## src/rtl/msprx_pkg.sv

```systemverilog
// msprx_pkg: shared types, constants and the crc-8 dvb-s2 byte fold
// for the msp v2 frame receiver; no dependencies
`timescale 1ns / 1ps

package msprx_pkg;

  localparam logic [7:0]  CHAR_DOLLAR     = 8'h24;
  localparam logic [7:0]  CHAR_X          = 8'h58;
  localparam logic [7:0]  CHAR_GT         = 8'h3E;
  localparam logic [7:0]  CRC_POLY        = 8'hD5;
  localparam logic [15:0] MAX_PAYLOAD_RST = 16'hFFFF;

  localparam logic KIND_PAYLOAD   = 1'b0;
  localparam logic KIND_FRAME_END = 1'b1;

  typedef enum logic [9:0] {
    PH_DOLLAR = 10'b00_0000_0001,
    PH_X      = 10'b00_0000_0010,
    PH_GT     = 10'b00_0000_0100,
    PH_FLAG   = 10'b00_0000_1000,
    PH_ID_LO  = 10'b00_0001_0000,
    PH_ID_HI  = 10'b00_0010_0000,
    PH_SZ_LO  = 10'b00_0100_0000,
    PH_SZ_HI  = 10'b00_1000_0000,
    PH_DATA   = 10'b01_0000_0000,
    PH_CRC    = 10'b10_0000_0000
  } phase_t;

  typedef struct packed {
    logic        result_kind;
    logic [15:0] payload_index;
    logic [7:0]  payload_value;
    logic [15:0] message_id;
    logic [7:0]  frame_flag;
    logic [15:0] payload_size;
    logic        crc_ok;
  } result_t;

  function automatic logic [7:0] crc_fold(input logic [7:0] crc, input logic [7:0] b);
    logic [7:0] c;
    c = crc ^ b;
    for (int i = 0; i < 8; i++) begin
      if (c[7]) begin
        c = {c[6:0], 1'b0} ^ CRC_POLY;
      end else begin
        c = {c[6:0], 1'b0};
      end
    end
    return c;
  endfunction

endpackage

```

## src/rtl/msprx_parser.sv

```systemverilog
// msprx_parser: header hunt, field capture, crc accumulation and result decode
// depends on msprx_pkg
`timescale 1ns / 1ps

module msprx_parser
  import msprx_pkg::*;
(
  input  logic        clk,
  input  logic        rst_n,
  input  logic        step,
  input  logic [7:0]  rx_byte,
  input  logic [15:0] max_payload,
  output logic        res_vld,
  output result_t     res
);

  phase_t      phase_r, phase_nxt;
  logic [7:0]  crc_r, crc_nxt;
  logic [15:0] id_r, id_nxt;
  logic [15:0] size_r, size_nxt;
  logic [7:0]  flag_r, flag_nxt;
  logic [15:0] count_r, count_nxt;
  logic [7:0]  crc_step;
  logic [15:0] size_full;

  assign crc_step  = crc_fold(crc_r, rx_byte);
  assign size_full = {rx_byte, size_r[7:0]};

  always_comb begin
    phase_nxt = phase_r;
    crc_nxt   = crc_r;
    id_nxt    = id_r;
    size_nxt  = size_r;
    flag_nxt  = flag_r;
    count_nxt = count_r;
    res_vld   = 1'b0;
    res.result_kind   = KIND_PAYLOAD;
    res.payload_index = count_r;
    res.payload_value = rx_byte;
    res.message_id    = id_r;
    res.frame_flag    = flag_r;
    res.payload_size  = size_r;
    res.crc_ok        = 1'b0;
    case (phase_r)
      PH_X: begin
        phase_nxt = (rx_byte == CHAR_X) ? PH_GT :
                    (rx_byte == CHAR_DOLLAR) ? PH_X : PH_DOLLAR;
      end
      PH_GT: begin
        phase_nxt = (rx_byte == CHAR_GT) ? PH_FLAG :
                    (rx_byte == CHAR_DOLLAR) ? PH_X : PH_DOLLAR;
      end
      PH_FLAG: begin
        flag_nxt  = rx_byte;
        crc_nxt   = crc_fold(8'h00, rx_byte);
        phase_nxt = PH_ID_LO;
      end
      PH_ID_LO: begin
        id_nxt    = {8'h00, rx_byte};
        crc_nxt   = crc_step;
        phase_nxt = PH_ID_HI;
      end
      PH_ID_HI: begin
        id_nxt    = {rx_byte, id_r[7:0]};
        crc_nxt   = crc_step;
        phase_nxt = PH_SZ_LO;
      end
      PH_SZ_LO: begin
        size_nxt  = {8'h00, rx_byte};
        crc_nxt   = crc_step;
        phase_nxt = PH_SZ_HI;
      end
      PH_SZ_HI: begin
        size_nxt  = size_full;
        crc_nxt   = crc_step;
        count_nxt = 16'h0000;
        phase_nxt = (size_full == 16'h0000) ? PH_CRC : PH_DATA;
      end
      PH_DATA: begin
        crc_nxt   = crc_step;
        res_vld   = (count_r < max_payload);
        count_nxt = count_r + 16'h0001;
        if (count_nxt >= size_r) begin
          phase_nxt = PH_CRC;
        end
      end
      PH_CRC: begin
        res_vld           = 1'b1;
        res.result_kind   = KIND_FRAME_END;
        res.payload_index = 16'h0000;
        res.payload_value = 8'h00;
        res.crc_ok        = (crc_r == rx_byte);
        phase_nxt         = PH_DOLLAR;
      end
      default: begin
        phase_nxt = (rx_byte == CHAR_DOLLAR) ? PH_X : PH_DOLLAR;
      end
    endcase
  end

  always_ff @(posedge clk) begin
    if (!rst_n) begin
      phase_r <= PH_DOLLAR;
      crc_r   <= 8'h00;
      id_r    <= 16'h0000;
      size_r  <= 16'h0000;
      flag_r  <= 8'h00;
      count_r <= 16'h0000;
    end else if (step) begin
      phase_r <= phase_nxt;
      crc_r   <= crc_nxt;
      id_r    <= id_nxt;
      size_r  <= size_nxt;
      flag_r  <= flag_nxt;
      count_r <= count_nxt;
    end
  end

endmodule

```

## src/rtl/msp_v2_frame_receiver_core.sv

```systemverilog
// msp_v2_frame_receiver_core: top level with input register, parser and result register
// depends on msprx_pkg and msprx_parser
`timescale 1ns / 1ps

// Takes one received serial byte per transaction and parses msp v2 frames:
// '$','X','>' header, flag, little-endian id and size, payload, crc-8 dvb-s2
// byte. Each payload byte with index below cfg max_payload gives a payload
// result; the crc byte gives a frame-end result with crc_ok. One byte is
// accepted every cycle into the input register while in_stall is low; its
// result is presented from the result register behind the combinational parse
// and crc fold. in_stall rises only while a result waits on out_stall.
// cfg_wr_data is taken at any edge with cfg_wr_en high; reset value 65535.

module msp_v2_frame_receiver_core
  import msprx_pkg::*;
(
  input  logic        clk,
  input  logic        rst_n,
  input  logic        cfg_wr_en,
  input  logic [15:0] cfg_wr_data,
  input  logic        in_valid,
  output logic        in_stall,
  input  logic [7:0]  in_rx_byte,
  output logic        out_valid,
  input  logic        out_stall,
  output logic        out_result_kind,
  output logic [15:0] out_payload_index,
  output logic [7:0]  out_payload_value,
  output logic [15:0] out_message_id,
  output logic [7:0]  out_frame_flag,
  output logic [15:0] out_payload_size,
  output logic        out_crc_ok
);

  logic [15:0] max_payload_r;
  logic        in_vld_r;
  logic [7:0]  in_byte_r;
  logic        out_vld_r;
  result_t     out_res_r;
  logic        adv;
  logic        res_vld;
  result_t     res;

  assign adv      = in_vld_r && (!out_vld_r || !out_stall);
  assign in_stall = in_vld_r && !adv;

  always_ff @(posedge clk) begin
    if (!rst_n) begin
      max_payload_r <= MAX_PAYLOAD_RST;
    end else if (cfg_wr_en) begin
      max_payload_r <= cfg_wr_data;
    end
  end

  always_ff @(posedge clk) begin
    if (!rst_n) begin
      in_vld_r <= 1'b0;
    end else if (!in_stall) begin
      in_vld_r <= in_valid;
    end
  end

  always_ff @(posedge clk) begin
    if (!in_stall && in_valid) begin
      in_byte_r <= in_rx_byte;
    end
  end

  msprx_parser u_parser (
    .clk         (clk),
    .rst_n       (rst_n),
    .step        (adv),
    .rx_byte     (in_byte_r),
    .max_payload (max_payload_r),
    .res_vld     (res_vld),
    .res         (res)
  );

  always_ff @(posedge clk) begin
    if (!rst_n) begin
      out_vld_r <= 1'b0;
    end else if (adv) begin
      out_vld_r <= res_vld;
    end else if (!out_stall) begin
      out_vld_r <= 1'b0;
    end
  end

  always_ff @(posedge clk) begin
    if (adv && res_vld) begin
      out_res_r <= res;
    end
  end

  assign out_valid         = out_vld_r;
  assign out_result_kind   = out_res_r.result_kind;
  assign out_payload_index = out_res_r.payload_index;
  assign out_payload_value = out_res_r.payload_value;
  assign out_message_id    = out_res_r.message_id;
  assign out_frame_flag    = out_res_r.frame_flag;
  assign out_payload_size  = out_res_r.payload_size;
  assign out_crc_ok        = out_res_r.crc_ok;

  // held input byte survives a stall
  a_in_hold: assert property (@(posedge clk) disable iff (!rst_n)
    in_vld_r && !adv |=> in_vld_r && $stable(in_byte_r))
    else $error("input register lost a stalled byte");

  // frame-end results carry zero index and value
  a_end_fields: assert property (@(posedge clk) disable iff (!rst_n)
    out_vld_r && out_res_r.result_kind == KIND_FRAME_END |->
      out_res_r.payload_index == 16'h0000 && out_res_r.payload_value == 8'h00)
    else $error("frame-end result with payload fields set");

  // payload results stay within the forward limit and the announced size
  a_payload_index: assert property (@(posedge clk) disable iff (!rst_n)
    out_vld_r && out_res_r.result_kind == KIND_PAYLOAD |->
      out_res_r.payload_index < max_payload_r &&
      out_res_r.payload_index < out_res_r.payload_size && !out_res_r.crc_ok)
    else $error("payload result out of range");

  // a waiting result is never overwritten
  a_out_hold: assert property (@(posedge clk) disable iff (!rst_n)
    out_vld_r && out_stall |-> !adv)
    else $error("parser advanced over a stalled result");

endmodule

```

## config.mk

```make
export PLATFORM = sky130hd
export DESIGN_NAME = msp_v2_frame_receiver_core
export DESIGN_NICKNAME = d
export VERILOG_FILES = /design/src/rtl/msprx_pkg.sv /design/src/rtl/msprx_parser.sv /design/src/rtl/msp_v2_frame_receiver_core.sv
export SDC_FILE = /design/constraint.sdc
export NUM_CORES = 1
export LEC_CHECK = 0
export BUFFER_PORTS_ARGS = -buffer_cell sky130_fd_sc_hd__buf_2
export CAP_MARGIN = 20
export CORE_MARGIN = 8
export CORE_UTILIZATION = 35
export CTS_CLUSTER_SIZE = 25
export DETAILED_ROUTE_END_ITERATION = 8
export SYNTH_ARGS = -nofsm -noshare
export SYNTH_HDL_FRONTEND = slang
export SYNTH_SLANG_ARGS = --single-unit
```

## constraint.sdc

```tcl
create_clock -name clk -period 16.1 [get_ports clk]
set_input_delay 2.415 -clock clk [delete_from_list [all_inputs] [get_ports clk]]
set_output_delay 2.415 -clock clk [all_outputs]
set_load 0.02 [all_outputs]
```

=== Word level (Yosys, flattened, before mapping) ===
Cells that the tools add are included.

* Add/sub/neg operators: 1
* Bitwise logic cells: 19
* Equality and inequality tests: 15
* Reduce and logical (&&, ||, !) cells: 23
* Multiplexer cells: 37
* Magnitude comparators: 2

{| class="wikitable"
|+ Operators with widths
! operator !! number
|-
| 8-bit two-way mux || 23
|-
| 16-bit case mux with 2 select lines || 3
|-
| 10-bit case mux with 9 select lines || 1
|-
| 5-bit NOT || 16
|-
| 10-bit two-way mux || 4
|-
| 25-bit two-way mux || 1
|-
| 16-bit by 1-bit adder with 16-bit output (second input constant) || 1
|-
| 8-bit by 6-bit equality test with 1-bit output (second input constant) || 2
|-
| 16-bit greater-or-equal comparator || 1
|-
| 16-bit logical NOT || 1
|-
| 16-bit less-than comparator || 1
|-
| 8-bit case mux with 2 select lines || 1
|-
| 2-bit AND reduction || 6
|-
| 10-bit equality test (second input constant) || 1
|-
| 10-bit by 2-bit equality test with 1-bit output (second input constant) || 1
|-
| 10-bit by 3-bit equality test with 1-bit output (second input constant) || 1
|-
| 10-bit by 4-bit equality test with 1-bit output (second input constant) || 1
|-
| 10-bit by 5-bit equality test with 1-bit output (second input constant) || 1
|-
| 10-bit by 6-bit equality test with 1-bit output (second input constant) || 1
|-
| 10-bit by 7-bit equality test with 1-bit output (second input constant) || 1
|-
| 10-bit by 8-bit equality test with 1-bit output (second input constant) || 1
|-
| 10-bit by 9-bit equality test with 1-bit output (second input constant) || 1
|-
| 8-bit by 7-bit equality test with 1-bit output (second input constant) || 1
|-
| 8-bit equality test || 1
|-
| 12 further kinds || 25
|}

* Input bits: 29
* Register bits: 166
* Word-level logic and storage cells: 116
* Output and inout port bits: 68

=== Longest topological paths before layout ===
Gate-level depths: netlist of the first run.

* Depth in word-level cells: 24
* Gate-level depth with buffers: 14
* Mapped depth without buffers: 13

=== By module ===
Synthesis of the first run repeated with hierarchy kept, for this count alone.

* Cell total of the unflattened synthesis: 739
* Area total of the unflattened synthesis: 7813.7 um^2

{| class="wikitable"
|+ By module, submodules not included
! module !! area each (um^2) !! times used !! seq. area each (um^2) !! cells an instance
|-
| msprx_parser || 4923.5 || 1 || 1481.4 || 603
|-
| msp_v2_frame_receiver_core || 2890.3 || 1 || 2582.5 || 136
|}

=== Worst setup path after synthesis of the first run ===
Ideal clock, no wire load.

* Path type: input -> register
* From: in out_stall
* To: reg out_res_r (netlist bit out_crc_ok), enable pin
* Path buffers: 0
* Arrival: 5.821 ns
* Library setup time: 0.512 ns
* Cell stages on the path: 3
* Setup slack: 9.767 ns
* Required time: 15.588 ns
* Cells stage by stage: nand2_1 nand2_1 a21oi_1

* Word-level cells in the longest chain between the ends: 4

{| class="wikitable"
|+ RTL lines
! element !! line !! text
|-
| start, declared || msp_v2_frame_receiver_core.sv:25 || <nowiki>input logic out_stall,</nowiki>
|-
| 1-bit logical NOT || -- ||
|-
| 1-bit logical OR || msp_v2_frame_receiver_core.sv:44 || <nowiki>assign adv = in_vld_r && (!out_vld_r || !out_stall);</nowiki>
|-
| 1-bit logical AND || msp_v2_frame_receiver_core.sv:44 ||
|-
| 1-bit logical AND || msp_v2_frame_receiver_core.sv:90 || <nowiki>if (adv && res_vld) begin</nowiki>
|-
| end signal, assigned || msp_v2_frame_receiver_core.sv:91 || <nowiki>out_res_r <= res;</nowiki>
|-
| end, declared || msp_v2_frame_receiver_core.sv:39 || <nowiki>result_t out_res_r;</nowiki>
|}

Every way passes these cells.
A chain may end at the register's enable or synchronous reset.

=== Worst setup path after layout of the first run ===
* From: in out_stall
* To: out in_stall

* Word-level cells in the longest chain between the ends: 5

{| class="wikitable"
|+ RTL lines
! element !! line !! text
|-
| 1-bit logical NOT || -- ||
|-
| 1-bit logical OR || msp_v2_frame_receiver_core.sv:44 ||
|-
| 1-bit logical AND || msp_v2_frame_receiver_core.sv:44 ||
|-
| 1-bit logical NOT || msp_v2_frame_receiver_core.sv:45 || <nowiki>assign in_stall = in_vld_r && !adv;</nowiki>
|-
| 1-bit logical AND || msp_v2_frame_receiver_core.sv:45 ||
|-
| end, declared || msp_v2_frame_receiver_core.sv:22 || <nowiki>output logic in_stall,</nowiki>
|}

Every way passes these cells.

==> key figures, run 1 <==
Status
  • Status: completed

Cells and area
  • Layout cell share with drive strength beyond 1: 17.6%
  • Area of the multi-input gates: approximately 0.0033 sq mm
  • Area occupied by registers: ~0.0041 sq mm
  • Fill count: 2150
  • Synth-to-Final Area Change: 17.3%
  • Nets: between 800 and 900
  • Final Util: 41.6%
  • Diode count: 0

Power
  • Switch share: roughly 22%
  • Clock Power Share: approximately 47%
  • Sequential power share: around half
  • Psw: about 210 uW
  • Combinational Power Share: about 4.8%
  • Pwr Total: ~900 uW
  • Peak supply drop: 0.0000667 V
  • Int Power: roughly 700 uW
  • Static leakage: about 0.0038 uW
  • PwrDens: between 100 and 150 mW/mm^2

Min path
  • Worst Hold Class: flop to flop
  • Hold depth: 0
  • Hold path endpoint: out_message_id[5]
  • Worst hold path startpoint: u_parser.id_r[5]

Global route
  • Grt total ovfl: 0
  • Global-route wire length before repair: 28.8 mm
  • Initial antenna violation count: 0
  • Largest net degree at the start of global routing: just under 100
  • GRT Util Overall: 13.6%
  • Vias in the first global route: ~5.2k

Yosys
  • Syn Inst Count: 722
  • Ys async rst share: 0%
  • Sequential share of the synthesized area: a little over half
  • Share of the synthesized area in the top cell type: 28.8%
  • Synth cell count leaders: 92 x dfxtp_1, 74 x edfxtp_1, 68 x nand2_1, 50 x nor2b_1, 39 x inv_1
  • Yosys warns: 0
  • Most frequent cell after synthesis: dfxtp_1
  • EDFF count, synth: 74
  • Synthesized Nets: roughly 790
  • Synth area leaders: edfxtp_1 29%, dfxtp_1 24%, ha_1 5.7%, xnor2_1 4.1%, nor2b_1 4.1%
  • Top FF cell, synth: dfxtp_1
  • Synthesized area: between 0.007 and 0.008 sq mm
  • Netlist cell types: 53
  • Area leader, netlist: edfxtp_1
  • Syn Area/Cell: 10.7 sq um
  • Seq cells post-synth: about 170

Placed design
  • Hpwl dp: around 13 mm
  • Dpl ws: 10.80 ns
  • Port bufs: 96
  • GP Congestion: between 0.7 and 0.8

Worst setup path
  • Worst path cell trace: buf_2 -> and3_1 -> buf_2
  • Reg-to-reg critical path endpoint: u_parser.phase_r[0]
  • Startpoint types: input port
  • Crit-path max FO: 3
  • R2R Setup Slk: 12.04 ns
  • Worst r2r path cells: 12
  • FF-to-FF Start: u_parser.count_r[2]
  • Most used cell, CP: buf_2
  • Crit end category: output port
  • Critical path's slowest cell: and3_1
  • Crit-path max cell delay: 0.20 ns
  • Critical Path AT: 2.89 ns
  • Crit path required time: between 10 and 15 ns
  • Setup CP Type: input port to output port

Drt
  • DRC viols: 0
  • Final ANT Viol Nets: 0
  • First drt pass iteration count: 4
  • Via/cell ratio: roughly 5
  • Overall routed net length: between 15 and 20 mm
  • Vias: 5350
  • DR WL/cell: approximately 16 um
  • Initial DRC Count: 287

STA
  • Slew headroom: a little over a third
  • Final min period: 5.30 ns
  • Max-slew violation total from the final report: 0
  • Clock skew: between 0.01 and 0.015 ns
  • Fmax: about 0.19 GHz
  • Fin Setup TNS: 0 ns
  • Period utilization: between 30% and 40%
  • Count of final hold-check violations: 0
  • RSZ-0062 raised after global routing: false
  • WHS: about 0.43 ns
  • Setup WS post-layout: between 10 and 15 ns
  • Final count of negative-setup-slack endpoints: 0
  • Worst-Margin Slew: 0.943 ns

Clock network
  • Inserted Clock Buffers: 17
  • Root buffer selected by CTS: clkbuf_16
  • Hold Buf Count CTS: 0
  • CTS clock-pin slew for the worst setup and hold paths: 0.07 ns
  • Setup bufs post-CTS: 0
  • Clock latency at the later pin of the worst-skew pair: between 0.4 and 0.5 ns
  • Clock Sinks: 166
  • Clock tree buffer depth: 2
  • PostCTS Resize Cnt: 0
  • TritonCTS clock tree: yes
  • # H-tree levels: 4

Floorplanning
  • Row Count: 54
  • Die area: between 0.02 and 0.03 sq mm
  • Core region area: approximately 0.022 sq mm
  • Die Wd: 164 um
  • Starting Density: 35.5%
  • Die Y: ~160 um
  • IO Pins: between 90 and 100

Job
  • Total of max-cap violations: 0
-- placed cells by master (no fill, tap or decap), types with 20 or more instances in the layout --
cell type,synthesis,final
a21boi_0,20,20
and2_1,23,23
buf_2,10,96
dfxtp_1,92,92
edfxtp_1,74,74
ha_1,35,35
inv_1,39,39
mux2i_1,25,25
nand2_1,68,68
nand3_1,22,22
nor2_1,28,28
nor2b_1,50,50
xnor2_1,36,36
-- stage by stage --
step / instance area [sq um] / cells
final: 9050 / 1097
after global routing: 9050 / 1097
after CTS: 9040 / 1096
after detailed placement: 8410 / 1064
after global placement: 8410 / 1064
after floorplan: 7710 / 722
-- per-layer routing --
layer / vias up / track usage (%) / share of wire, %
li1: 2698 / - / -
met2: 120 / 20.5 / 45
met5: - / 0 / 0
met3: 6 / 3.44 / 6.1
met4: 0 / 3.69 / 0.60
met1: 2526 / 19.0 / 48
-- flip-flops by register name, indices dropped and copies added, names as in the netlist --
register,count
max_payload_r,16
out_message_id,16
out_valid,1
out_payload_value,8
u_parser.id_r,16
in_vld_r,1
u_parser.crc_r,8
u_parser.flag_r,8
out_payload_size,16
out_result_kind,1
u_parser.count_r,16
out_crc_ok,1
u_parser.phase_r,10
out_frame_flag,8
in_byte_r,8
out_payload_index,16
u_parser.size_r,16
-- worst max-delay path by stage --
| stage | start | end | slack, ns | cells past startpoint |
|---|---|---|---|---|
| 3_3_place_gp | out_stall | in_stall | 10.81 | 3 |
| 3_5_place_dp | out_stall | in_stall | 10.80 | 3 |
| 6_report | out_stall | in_stall | 10.80 | 3 |
| 5_1_grt | out_stall | in_stall | 10.75 | 3 |
| 2_1_floorplan | out_stall | out_crc_ok | 9.77 | 3 |
| 4_1_cts | out_stall | in_stall | 10.79 | 3 |
-- logic make-up (layout without fill, tap and decap cells) --
group | count (synthesis) | count (layout) | synth area share, %
simple gates | 246 | 246 | 16.8
flops | 166 | 166 | 52.7
compound gates | 121 | 121 | 11.3
buf+inv | 76 | 171 | 4.07
xor+xnor | 53 | 53 | 6.20
fa+ha+maj | 35 | 35 | 5.68
mux | 25 | 25 | 3.24
-- area by class of cell --
type	count	area share (%)
Clock buffer	19	5.00
Clock inverter	13	1.99
Inverter	39	1.62
Multi-Input combinational cell	480	37.0
Sequential cell	166	44.9
Tap cell	280	3.87
Timing Repair Buffer	100	5.64
-- power by group through the flow --
stage	combinational, uW	sequential [uW]	clock (uW)
6_report	44.3	448	432
2_1_floorplan	38.5	452	0
3_3_place_gp	44.3	458	0
4_1_cts	44.9	448	444
5_1_grt	49.9	449	459
3_5_place_dp	44.8	458	0
-- worst max-delay path: cells and delay by family --
kind                   cells  cell delay, ns
buffers and inverters      2            0.27
and+or+nand+nor            1            0.20
No activity file was read; power rests on OpenSTA's default activity.
==> inputs of run 2 (changes only) <==
Settings changed: ABC_AREA set to 1.
Clock period 16.1 ns to 4.86 ns, I/O delays scaled along.
==> run 2 against run 1 <==
Against the previous run:
- flip-flop and latch count unchanged
- clock-buffer cell count down 2
- sequential power rose to 3.3 times the previous value
- register-to-register slack worse by 11 ns
- worst setup slack worse by 9.4 ns
- synthesized area up 6.2%
- via count up 18%
==> key figures, run 2 <==
Clock network
  • Setup bufs post-CTS: 0
  • TritonCTS clock tree: yes
  • Root buffer selected by CTS: clkbuf_16
  • Clock Sinks: about 170
  • Hold Buf Count CTS: 0
  • # H-tree levels: 4
  • Clock tree buffer depth: 2
  • PostCTS Resize Cnt: 0
  • CTS clock-pin slew for the worst setup and hold paths: roughly 0.070 ns
  • Inserted Clock Buffers: 17
  • Clock latency at the later pin of the worst-skew pair: around 0.43 ns

STA
  • Clock skew: 0.0143 ns
  • Period utilization: a little under three quarters
  • Fin Setup TNS: 0 ns
  • Max-slew violation total from the final report: 0
  • Count of final hold-check violations: 0
  • Worst-Margin Slew: 1.09 ns
  • Slew headroom: 27.4%
  • Fmax: 0.289 GHz
  • RSZ-0062 raised after global routing: false
  • Final min period: between 3 and 4 ns
  • Final count of negative-setup-slack endpoints: 0

Worst setup path
  • Worst r2r path cells: 18
  • Crit-path max cell delay: approximately 0.43 ns
  • R2R Setup Slk: 1.40 ns
  • FF-to-FF Start: u_parser.count_r[0]
  • Startpoint types: flop
  • Crit path required time: around 5.2 ns
  • CP startpoint: u_parser.count_r[0]
  • Critical Path AT: between 3 and 4 ns
  • Worst path cell trace: ha_1 -> nand3_1 -> nor3_1 -> nand2_1 -> nor3_1 -> nand4_1 -> xor2_1 -> ha_1 -> nand2_1 -> inv_1 -> nand3_1 -> inv_1 -> a21oi_1 -> nand4_1 -> nand2_1 -> inv_1 -> o21ai_0 -> nor2_1
  • Setup CP Type: flop to flop
  • Crit-path max FO: 15
  • CP top delay family: simple AND/OR/NAND/NOR gates
  • Reg-to-reg critical path endpoint: u_parser.phase_r[1]
  • Crit end category: flop
  • Critical path's slowest cell: dfxtp_1
  • Critical Path Stages: 18
  • CP Capture Point: u_parser.phase_r[1]
  • Sum of buffers and inverters on the critical path: 3

Yosys
  • Simple-gate area share of the yosys netlist: 20.6%
  • Area leader, netlist: edfxtp_1
  • Most frequent cell after synthesis: nand2_1
  • Top FF cell, synth: dfxtp_1
  • Seq cells post-synth: between 150 and 200
  • Adder-cell share of the synthesized area: roughly 5.3%
  • Yosys warns: 0
  • Netlist cell types: 50
  • Sequential share of the synthesized area: 49.6%
  • Syn Area/Cell: ~9 sq um
  • Share of the synthesized area in the top cell type: a little over a quarter
  • Post-synthesis xor/xnor area fraction: 5.19%
  • Synthesized area: a little over 0.008 sq mm
  • Syn Inst Count: ~910
  • Mux share of post-synthesis cell area: 0%
  • Ys async rst share: 0%
  • Synthesized Nets: around 980
  • EDFF count, synth: 74
  • Fraction of the mapped netlist area in compound gates: 11.5%
  • Main combinational cell family by area after synthesis: simple AND/OR/NAND/NOR gates
  • Synth area leaders: edfxtp_1 27%, dfxtp_1 22%, nand2_1 7.0%, a21oi_1 6.4%, ha_1 5.3%
  • Synth cell count leaders: 153 x nand2_1, 105 x a21oi_1, 105 x inv_1, 92 x dfxtp_1, 74 x edfxtp_1

Drt
  • Vias: 6333
  • Final ANT Viol Nets: 0
  • DR WL/cell: between 10 and 15 um
  • First drt pass iteration count: 5
  • DRC viols: 0
  • Overall routed net length: between 15 and 20 mm
  • Initial DRC Count: about 380
  • Via/cell ratio: 4.75

Status
  • Status: completed

Floorplanning
  • Die Y: roughly 170 um
  • Row Count: 56
  • Core region area: around 0.023 sq mm
  • Die Wd: roughly 170 um
  • Die area: ~0.029 sq mm
  • Starting Density: around a third
  • IO Pins: 97

Cells and area
  • Fill count: approximately 2.4k
  • Synth-to-Final Area Change: 16.7%
  • Layout cell share with drive strength beyond 1: between 15 and 20%
  • Fin area: 0.00956 sq mm
  • Commonest cells after routing, fill and taps aside: 153 x nand2_1, 105 x a21oi_1, 104 x inv_1, 96 x buf_2, 92 x dfxtp_1
  • Nets: between 1k and 1.5k
  • Diode count: 0
  • Commonest non-fill, non-tap cell in the layout: nand2_1

Placed design
  • GP Congestion: 0.815
  • Placed cell areas: between 0.008 and 0.009 sq mm
  • Hpwl dp: roughly 14 mm
  • Port bufs: 96

Power
  • PwrDens: between 300 and 400 mW/mm^2
  • Peak supply drop: approximately 0.00022 V
  • Static leakage: 0.00399 uW

Job
  • Total of max-cap violations: 0

Global route
  • Grt total ovfl: 0
  • Largest net degree at the start of global routing: 41
  • GRT Util Overall: between 10% and 20%
  • Vias in the first global route: between 6k and 7k
  • Global-route wire length before repair: approximately 32 mm
  • Initial antenna violation count: 3

Min path
  • Worst Hold Class: flop to flop
run 2: cell types whose count changed after synthesis, sizes merged, moves of 36 or more:
cell | previous run | this run
nand3 | 22 | 59
inv | 39 | 123
nor2 | 28 | 64
nand2 | 68 | 181
nor2b | 50 | 0
o21ai | 14 | 63
a21oi | 20 | 107
run 2: final cells by class:
type	count	area, sq um	share of cell area (%)
clock buffer	17	425	4.45
clock inverter	15	183	1.91
inverter	124	488	5.10
multi-input combinational	593	3490	36.5
sequential	166	4060	42.5
tap	319	399	4.17
timing repair buffer	100	510	5.34
run 2: logic make-up after synthesis:
family                   count (synthesis)
AND/OR/NAND/NOR                        341
AO/OA/AOI/OAI                          180
flip-flops                             166
buffers and inverters                  152
XOR/XNOR                                37
adder cells (fa/ha/maj)                 35
run 2: how the worst min path moves through the flow:
stage                              end          startpoint  slack [ns]  cells after the start
CTS                  out_frame_flag[1]  u_parser.flag_r[1]        0.43                      0
global route         out_frame_flag[7]  u_parser.flag_r[7]        0.44                      0
floorplan            out_frame_flag[0]  u_parser.flag_r[0]        0.40                      0
finish              out_message_id[11]   u_parser.id_r[11]        0.43                      0
detailed placement   out_message_id[7]    u_parser.id_r[7]        0.41                      0
global placement     out_frame_flag[1]  u_parser.flag_r[1]        0.41                      0
run 2: worst reg2reg max path: cells and delay by family (launching register included):
| family | cells | cell delay [ns] |
|---|---|---|
| AOI/OAI and AO/OA | 2 | 0.31 |
| DFF | 1 | 0.43 |
| adders and majority gates | 2 | 0.48 |
| and+or+nand+nor | 10 | 1.71 |
| buffers and inverters | 3 | 0.19 |
| xor gates and xnor gates | 1 | 0.22 |
run 2: metal layers:
layer  GRT usage (%)  wire [um]  share of wire (%)  up-vias
met1            16.9       8930                 45     2925
met2            23.4       9480                 48      149
li1                -          -                  -     3228
met4            4.42        330                1.7        6
met5               0         35               0.18        -
met3            3.66       1050                5.3       25
run 2: metrics by stage:
step | util, % | std cells | total power, uW | setup slack [ns] | hold WS (ns)
2_1_floorplan | - | 911 | 1900 | 1.95 | 0.403
3_5_place_dp | 38.5 | 1301 | 2000 | 1.37 | 0.410
6_report | 41.1 | 1334 | 3370 | 1.40 | 0.431
3_3_place_gp | 38.5 | 1301 | 1990 | 1.55 | 0.409
4_1_cts | 41.1 | 1333 | 3400 | 1.38 | 0.430
5_1_grt | 41.1 | 1334 | 3510 | 1.00 | 0.443
run 2: power breakdown:
group / switching (uW) / internal (uW) / leakage, uW
clock network: 620 / 784 / 0.000296
registers: 30.4 / 1470 / 0.00138
logic: 295 / 169 / 0.00231
total: 945 / 2420 / 0.00399
==> inputs of run 3 (changes only) <==
Clock period 4.86 ns to 3.26 ns, I/O delays scaled along.
==> run 3 against run 2 <==
Against the previous run:
- clock-buffer cell count increased by 1
- sequential power increased by 49%
- first-iteration DRC count shrank 4.5%
- critical path type unchanged
- largest cell class unchanged
- highest routed layer unchanged
==> key figures, run 3 (synthesis results as in run 2) <==
Power
  • Static leakage: between 0.004 and 0.005 uW
  • Pwr Total: ~5100 uW
  • Sequential power share: between 40% and 50%
  • Int Power: between 3000 and 4000 uW
  • PwrDens: 515 mW/mm^2
  • Psw: 1420 uW
  • Peak supply drop: ~0.00025 V
  • Clock Power Share: a little over two fifths
  • Switch share: around 28%
  • Combinational Power Share: about 14%

Cells and area
  • Commonest non-fill, non-tap cell in the layout: nand2_1
  • Commonest cells after routing, fill and taps aside: 150 x nand2_1, 103 x inv_1, 100 x a21oi_1, 96 x buf_2, 87 x dfxtp_1
  • Layout cell share with drive strength beyond 1: about a quarter
  • Area occupied by registers: a little over 0.004 sq mm
  • Area of the multi-input gates: about 0.0036 sq mm
  • Nets: ~1.1k
  • Fill count: between 2k and 2.5k
  • Fin cells: 1352
  • Synth-to-Final Area Change: 19.9%

Drt
  • DRC viols: 0
  • Highest routed layer: met5
  • Via/cell ratio: about 4.7
  • Initial DRC Count: about 370
  • DR WL/cell: roughly 15 um
  • Final ANT Viol Nets: 0
  • Routed metal-1 wirelength: approximately 9.0 mm
  • Vias: ~6.4k
  • Met2 WL post-DR: 9.84 mm
  • Met3 routed WL: approximately 970 um
  • First drt pass iteration count: 5
  • Overall routed net length: 20.1 mm

Floorplanning
  • Die Y: 169 um
  • Die Wd: around 170 um
  • Core region area: approximately 0.023 sq mm
  • IO Pins: 97
  • Die area: between 0.02 and 0.03 sq mm
  • Starting Density: between 30% and 40%
  • Row Count: 56

Global route
  • Grt total ovfl: 0
  • GRT Util Overall: 14.2%
  • Global-route wire length before repair: between 30 and 40 mm
  • Vias in the first global route: slightly above 6k
  • Largest net degree at the start of global routing: 35
  • Initial antenna violation count: 3

Worst setup path
  • Startpoint types: flop
  • Crit end category: flop
  • Critical Path AT: ~3.4 ns
  • Crit path required time: approximately 3.6 ns
  • Worst r2r path cells: 19
  • Crit-path max FO: 7
  • Reg-to-reg critical path endpoint: u_parser.phase_r[6]
  • FF-to-FF Start: u_parser.count_r[4]
  • Setup CP Type: flop to flop
  • R2R Setup Slk: 0.14 ns

STA
  • Final min period: approximately 3.1 ns
  • Fmax: 0.321 GHz
  • Slew headroom: about two fifths
  • Final count of negative-setup-slack endpoints: 0
  • Max-slew violation total from the final report: 0
  • Clock skew: between 0.01 and 0.015 ns
  • Count of final hold-check violations: 0
  • Worst-Margin Slew: ~0.88 ns
  • RSZ-0062 raised after global routing: true
  • Period utilization: a little over nine tenths

Min path
  • Worst hold path startpoint: in_rx_byte[4]
  • Hold depth: 1
  • Hold path endpoint: in_byte_r[4]
  • Worst Hold Class: input port to flop

Clock network
  • CTS clock-pin slew for the worst setup and hold paths: 0.07 ns
  • Clock tree buffer depth: 2
  • TritonCTS clock tree: yes
  • Root buffer selected by CTS: clkbuf_16
  • Clock Sinks: around 170
  • Inserted Clock Buffers: 17
  • # H-tree levels: 4
  • Clock latency at the later pin of the worst-skew pair: 0.43 ns

Job
  • Total of max-cap violations: 0

Placed design
  • Hpwl dp: 14.6 mm
  • GP Congestion: between 0.8 and 0.9
  • Post-placement cell count: between 1k and 1.5k
  • Port bufs: 96

Status
  • Status: completed
run 3: cell types whose count changed in the layout (fill, tap and decap cells not counted), moves of 3 or more:
cell,delta
a21oi_1,-5
a21oi_2,+5
buf_4,+13
dfxtp_1,-5
dfxtp_2,+4
nand2_1,-3
nand2_2,+3
nor3_1,-3
run 3: cell type report:
type | instances | area share (%)
well taps | 319 | 4.06
clock inverters | 14 | 1.85
repair buffers | 116 | 6.71
diodes | 1 | 0.0255
flip-flops and latches | 166 | 41.4
multi-input cells | 594 | 36.5
inverters | 124 | 4.96
clock buffers | 18 | 4.47
run 3: through the flow:
stage	instance area [sq um]	utilization (%)	setup slack (ns)	TNS, ns	hold WS, ns
after floorplan	8200	-	0.351	0	0.403
after global routing	9830	42.3	-0.0888	-0.593	0.214
after detailed placement	9050	38.9	-0.0800	-0.195	0.408
after CTS	9670	41.6	0.0295	0	0.211
after global placement	9050	38.9	0.0725	0	0.411
final	9830	42.3	0.140	0	0.228
run 3: worst max-delay path, stage by stage (launching register included):
cell	delay (ns)
dfxtp_2	0.37
inv_1	0.11
nor3_4	0.19
nand2_1	0.09
nor2_2	0.15
nand2_2	0.10
nor3_4	0.21
nand4_1	0.17
xor2_2	0.22
ha_1	0.30
nand2_1	0.07
inv_2	0.06
nand3_2	0.07
nor3_2	0.18
nand2_1	0.07
nand4_1	0.21
nand2_4	0.12
buf_6	0.15
a21oi_2	0.12
nor2_1	0.05
run 3: per-layer routing:
| metal | track usage, % | up-vias |
|---|---|---|
| met5 | 0 | - |
| met4 | 4.46 | 4 |
| met3 | 3.68 | 22 |
| met2 | 24.2 | 117 |
| met1 | 17.2 | 2960 |
| li1 | - | 3258 |
run 3: worst max-delay path by stage:
stage / startpoint / endpoint / slack, ns / cells after the start
6_report: u_parser.count_r[4] / u_parser.phase_r[6] / 0.14 / 19
5_1_grt: u_parser.count_r[4] / u_parser.phase_r[6] / -0.09 / 19
4_1_cts: u_parser.count_r[1] / u_parser.phase_r[1] / 0.03 / 18
3_5_place_dp: u_parser.count_r[1] / u_parser.phase_r[1] / -0.08 / 18
3_3_place_gp: u_parser.count_r[1] / u_parser.phase_r[1] / 0.07 / 18
2_1_floorplan: u_parser.count_r[3] / out_crc_ok / 0.35 / 10
run 3: what timing repair did:
item,in CTS,in global routing
endpoints found under the setup margin,9,10
resized for setup,1,28
cloned,0,1
pin swaps,0,13
hold buffers,0,0
buffers inserted,0,7
run 3: power by group through the flow:
stage | Combinational (uW) | Sequential, uW | Clock, uW
global route | 799 | 2240 | 2240
floorplan | 576 | 2260 | 0
detailed placement | 698 | 2280 | 0
CTS | 702 | 2230 | 2160
global placement | 689 | 2280 | 0
finish | 707 | 2230 | 2120
